## src/hdl/cfc_pkg.sv

```systemverilog
// Shared types, constants and the CRC-16/CCITT-FALSE byte update for the frame checker.
// Used by every module of the crc16_frame_checker block; depends on nothing.
`default_nettype none

package cfc_pkg;

	localparam int COUNT_W = 9;

	localparam logic [COUNT_W-1:0] HDR_LEN   = 9'd8;
	localparam logic [COUNT_W-1:0] CRC_LEN   = 9'd2;
	localparam logic [COUNT_W-1:0] MIN_FRAME = 9'd10;
	localparam logic [COUNT_W-1:0] COUNT_MAX = 9'd511;

	localparam logic [15:0] CRC_POLY = 16'h1021;
	localparam logic [15:0] CRC_INIT = 16'hFFFF;

	localparam logic [1:0] VERDICT_OK        = 2'd0;
	localparam logic [1:0] VERDICT_SHORT     = 2'd1;
	localparam logic [1:0] VERDICT_LENGTH    = 2'd2;
	localparam logic [1:0] VERDICT_CRC       = 2'd3;

	typedef struct packed {
		logic [7:0] rx_byte;
		logic       end_of_frame;
	} cfc_in_t;

	typedef struct packed {
		logic [7:0] payload_byte;
		logic       payload_valid;
		logic       frame_done;
		logic [1:0] verdict;
		logic [7:0] version;
		logic [7:0] network_id;
		logic [7:0] message_type;
		logic [7:0] source_address;
		logic [7:0] dest_address;
		logic [7:0] sequence_number;
		logic [7:0] flag_bits;
		logic [7:0] payload_length;
	} cfc_out_t;

	// MSB-first CRC update over one byte: eight shift steps on a 16-bit value.
	function automatic logic [15:0] crc16_byte(logic [15:0] crc, logic [7:0] data);
		logic [15:0] c;
		c = crc ^ {data, 8'h00};
		for (int i = 0; i < 8; i++) begin
			c = c[15] ? ({c[14:0], 1'b0} ^ CRC_POLY) : {c[14:0], 1'b0};
		end
		return c;
	endfunction

endpackage

`default_nettype wire

```

## src/hdl/cfc_frame_core.sv

```systemverilog
// Frame state and per-byte decode: byte counter, running CRC, header capture and verdict.
// Depends on cfc_pkg for the item types, constants and the CRC byte update.
`default_nettype none

module cfc_frame_core (
	input  wire logic             clk,
	input  wire logic             arst_n,
	input  wire logic             fire,
	input  wire cfc_pkg::cfc_in_t item,
	output cfc_pkg::cfc_out_t     result
);
	import cfc_pkg::*;

	logic [COUNT_W-1:0] byte_count_q;
	logic [15:0]        crc_q;
	logic [7:0]         header_q [8];
	logic [15:0]        rx_crc_q;

	logic [COUNT_W-1:0] pos;
	logic [COUNT_W-1:0] pay_end;
	logic [COUNT_W-1:0] count_next;
	logic [COUNT_W-1:0] expect_len;
	logic               in_header;
	logic               in_payload;
	logic               crc_lo;
	logic               crc_hi;
	logic [15:0]        crc_next;
	logic [15:0]        rx_crc_next;
	logic [7:0]         header_next [8];
	logic [1:0]         verdict;

	assign pos        = byte_count_q;
	assign in_header  = pos < HDR_LEN;
	assign pay_end    = HDR_LEN + {1'b0, header_q[7]};
	assign in_payload = !in_header && (pos < pay_end);
	assign crc_lo     = !in_header && (pos == pay_end);
	assign crc_hi     = !in_header && (pos == pay_end + 9'd1);
	assign count_next = (pos < COUNT_MAX) ? pos + 9'd1 : COUNT_MAX;

	always_comb begin
		for (int i = 0; i < 8; i++) begin
			header_next[i] = (in_header && pos[2:0] == 3'(i)) ? item.rx_byte : header_q[i];
		end
	end

	assign crc_next = (in_header || in_payload) ? crc16_byte(crc_q, item.rx_byte) : crc_q;

	always_comb begin
		rx_crc_next = rx_crc_q;
		if (crc_lo) begin
			rx_crc_next[7:0] = item.rx_byte;
		end
		if (crc_hi) begin
			rx_crc_next[15:8] = item.rx_byte;
		end
	end

	// The length check uses the header as it stands after this byte.
	assign expect_len = HDR_LEN + CRC_LEN + {1'b0, header_next[7]};

	always_comb begin
		if (count_next < MIN_FRAME) begin
			verdict = VERDICT_SHORT;
		end else if (count_next != expect_len) begin
			verdict = VERDICT_LENGTH;
		end else if (rx_crc_next != crc_next) begin
			verdict = VERDICT_CRC;
		end else begin
			verdict = VERDICT_OK;
		end
	end

	always_comb begin
		result                 = '0;
		result.payload_byte    = item.rx_byte;
		result.payload_valid   = in_payload;
		result.frame_done      = item.end_of_frame;
		if (item.end_of_frame) begin
			result.verdict         = verdict;
			result.version         = header_next[0];
			result.network_id      = header_next[1];
			result.message_type    = header_next[2];
			result.source_address  = header_next[3];
			result.dest_address    = header_next[4];
			result.sequence_number = header_next[5];
			result.flag_bits       = header_next[6];
			result.payload_length  = header_next[7];
		end
	end

	always_ff @(posedge clk or negedge arst_n) begin
		if (!arst_n) begin
			byte_count_q <= '0;
			crc_q        <= CRC_INIT;
			rx_crc_q     <= '0;
			for (int i = 0; i < 8; i++) begin
				header_q[i] <= '0;
			end
		end else if (fire) begin
			if (item.end_of_frame) begin
				byte_count_q <= '0;
				crc_q        <= CRC_INIT;
				rx_crc_q     <= '0;
				for (int i = 0; i < 8; i++) begin
					header_q[i] <= '0;
				end
			end else begin
				byte_count_q <= count_next;
				crc_q        <= crc_next;
				rx_crc_q     <= rx_crc_next;
				for (int i = 0; i < 8; i++) begin
					header_q[i] <= header_next[i];
				end
			end
		end
	end

endmodule

`default_nettype wire

```

## config.mk

```make
export PLATFORM = sky130hd
export DESIGN_NAME = cfc_frame_core
export DESIGN_NICKNAME = d
export VERILOG_FILES = /design/src/hdl/cfc_pkg.sv /design/src/hdl/cfc_frame_core.sv
export SDC_FILE = /design/constraint.sdc
export NUM_CORES = 1
export LEC_CHECK = 0
export ABC_AREA = 1
export BUFFER_PORTS_ARGS = -buffer_cell sky130_fd_sc_hd__buf_2
export CAP_MARGIN = 10
export CORE_MARGIN = 3
export CORE_UTILIZATION = 55
export DETAILED_ROUTE_END_ITERATION = 12
export PLACE_DENSITY = 0.76
export SETUP_SLACK_MARGIN = 0.4
export SYNTH_ARGS = -nofsm -noshare
export SYNTH_HDL_FRONTEND = slang
export SYNTH_SLANG_ARGS = --single-unit
export TNS_END_PERCENT = 100
```

## constraint.sdc

```tcl
create_clock -name clk -period 8.6 [get_ports clk]
set_input_delay 1.29 -clock clk [delete_from_list [all_inputs] [get_ports clk]]
set_output_delay 1.29 -clock clk [all_outputs]
set_load 0.005 [all_outputs]
```

==> impl_metrics.ini <==
[status]
status = completed

[route]
avgRoutedWirePerCell_um = 15.2
drt_iter0_drc = 603
drt-pass1-iter-count = 5
post_drt_via_cell_ratio = 5.42
vias = 6881
drc_errors = 0
wirelength_mm = 19.3
drt.antenna.violating_nets = 0

[layout]
antenna_cells_inserted = 0
final_net_count = 1124
final_core_util_pct = 62.1
layout.cells.most_common = sky130_fd_sc_hd__nand2_1
area.growth.synth_to_final_pct = 9.67
layout_common_cells = 259 x sky130_fd_sc_hd__nand2_1, 161 x sky130_fd_sc_hd__inv_1, 102 x sky130_fd_sc_hd__nor2_1, 93 x sky130_fd_sc_hd__o22ai_1, 89 x sky130_fd_sc_hd__dfrtp_1
drive_above_1_share_pct = 15.0

[synthesis]
yosys-top-cells-area = sky130_fd_sc_hd__dfrtp_1 31%, sky130_fd_sc_hd__nand2_1 13%, sky130_fd_sc_hd__inv_1 8.4%, sky130_fd_sc_hd__o22ai_1 8.1%, sky130_fd_sc_hd__o21ai_0 5.9%
synth_sequential_area_ratio_pct = 36.7
netlist.top_cell.by_area = sky130_fd_sc_hd__dfrtp_1
post_synth_num_cell_types = 37
syn-mean-instance-area_um2 = 6.87
synthDominantCellAreaShare_pct = 30.9
netlist_area_um2 = 7200
synth-warning-count = 0
syn_inst = 1049
postSynthRegisterBits = 105
synth_fp_nets = 1080

[die]
fp.dieArea_um2 = 14500
core_region_area_um2 = 12700
dieHeight_um = 120
total_number_of_placement_rows = 41
start_util_pct = 56.6
io_pins = 88
die_width_um = 120

[sta]
slew_violations = 0
finalCritPeriodShare_pct = 65.2
worst_slew_pin_slew_ps = 1130
finalCriticalPeriod_ps = 5610
setup_viol_count_final = 0
max_freq_ghz = 0.178
grt_setup_unrepaired = false
finalSetupTns_ps = 0
worst_case_setup_margin_in_the_final_layout_ps = 2990
worst_case_headroom_to_the_max_slew_limit_pct = 24.8
timing_hold_violations_final = 0
finalClockSkew_ps = 7.37

[placement]
count_of_input_and_output_buffers = 87
hpwl_mm = 13.3
dpl_worst_slack_ps = 3410
routabilityCongestion = 0.925

[clock_tree]
clock_tree_root = sky130_fd_sc_hd__clkbuf_16
clkLatencyLatePin_ps = 360
clk_pin_slew_worst_paths_ps = 70
cts_tree = built
post-cts-setup-buffers = 0
ctsResizeCount = 0
clock-sinks = 105
postCtsHoldBufs = 0
tritoncts.num_buffers = 9
cts_max_level = 3
max-clock-path-buffers = 2

[setup_path]
most_prevalent_standard_cell_on_the_critical_path = sky130_fd_sc_hd__nand2_1
worstPathMaxFanout = 24
end_kind = output pin
timing.reg2reg.setup_slack_ps = 5230
timing.critical_path.required_ps = 7310
crit_slowest_cell = sky130_fd_sc_hd__nand2_1
critPathArrivalTime_ps = 4320
crit_path_start = header_q[3]
reg2reg_from = header_q[3]
critical-path-max-stage-delay_ps = 550
worstSetupStartpointType = register
timing.setup.critical_path_class = reg2out
timing.critical_path.cells = ha_1 > nand3_1 > nand2_1 > nand2_1 > ha_1 > nand2_1 > inv_1 > a21oi_1 > nand3_1 > nand2_1 > inv_1 > nand2_1 > nand2_1 > nand2_1 > nand3_1 > nor2_1 > nand3_1 > nor2_1 > nand3_1 > nand2_1 > a21oi_2 > buf_2

[global_route]
grt_pass1_wl_mm = 31.5
grt_start_max_net_pins = 90
antenna_found_initial = 0
number_of_global_route_vias_before_repair = 6298
grt_overflow_total = 0
track_usage_pct = 27.0

[pwr]
p_per_area_nw_per_um2 = 198
leakage_uw = 0.00431
max-vdd-ir-drop_uv = 153

[min_path]
worst_hold_path_type = reg2reg
hold_path_startpoint = rx_crc_q[6]

[job]
drv_cap = 0
[final cells by class]
class	count	area, um2
Inverter	171	642
Clock buffer	9	225
Clock inverter	7	70.1
Timing Repair Buffer	90	463
Fill cell	1225	4820
Tap cell	172	215
Multi-Input combinational cell	716	3640
Sequential cell	105	2650
[final timing paths]
| path | to | depth (start not counted) |
|---|---|---|
| min reg2reg | rx_crc_q[6] | 2 |
| max reg2reg | crc_q[12] | 15 |
| max in group asynchronous | rx_crc_q[15] | 2 |
| min | rx_crc_q[6] | 2 |
| max | result[64] | 22 |
| min in group asynchronous | header_q[16] | 1 |
[power by group]
part	internal, uW	switching, uW
clock	205	211
combinational	191	345
sequential	571	39.6
total	967	595
[flip-flops by register name (all words and copies together), names as in the netlist]
signal / flops
crc_q: 16
rx_crc_q: 16
byte_count_q: 9
header_q: 64
[worst max-delay path: cells and delay by family (launching register included)]
family | cells | cell delay, ps
and+or+nand+nor | 15 | 2170
adders and majority gates | 2 | 540
buffers and inverters | 3 | 530
DFF | 1 | 500
AOI/OAI and AO/OA | 2 | 210
[synthesized netlist by cell type (all sizes together)]
cell type	instances
nand2	269
inv	170
nor2	110
o21ai	97
o22ai	93
dfrtp	89
nand3	71
clkbuf	39
ha	19
xor2	19
buf	18
dfstp	16
nand4	7
a21oi	6
nor3	6
or2	5
xnor2	5
nand3b	3
a22oi	2
o211ai	2
a211oi	1
clkinv	1
nor4	1
[layer usage]
layer  routed length (um)  track usage, %  up-vias
met5                    0               0        -
met2                 9100            43.6      150
met1                 8900            37.4     3234
li1                     -               -     3468
met4                  444            8.43        0
met3                  821            4.58       29
[stage by stage]
stage	total power (uW)	hold slack, ps	cell area, um2	std cells
after CTS	1560	496	7900	1270
after floorplan	1010	453	7200	1049
final	1560	492	7900	1270
after global placement	1140	472	7610	1254
after detailed placement	1150	478	7610	1254
after global routing	1680	531	7900	1270
[cells by family after synthesis]
| logic type | Yosys count | synth area share (%) |
|---|---|---|
| buffers and inverters | 228 | 12.7 |
| and+or+nand+nor | 472 | 27.8 |
| adders and majority gates | 19 | 3.30 |
| xor gates and xnor gates | 24 | 2.92 |
| DFF | 105 | 36.7 |
| AOI/OAI and AO/OA | 201 | 16.5 |
Power figures use the tool's default switching activity.
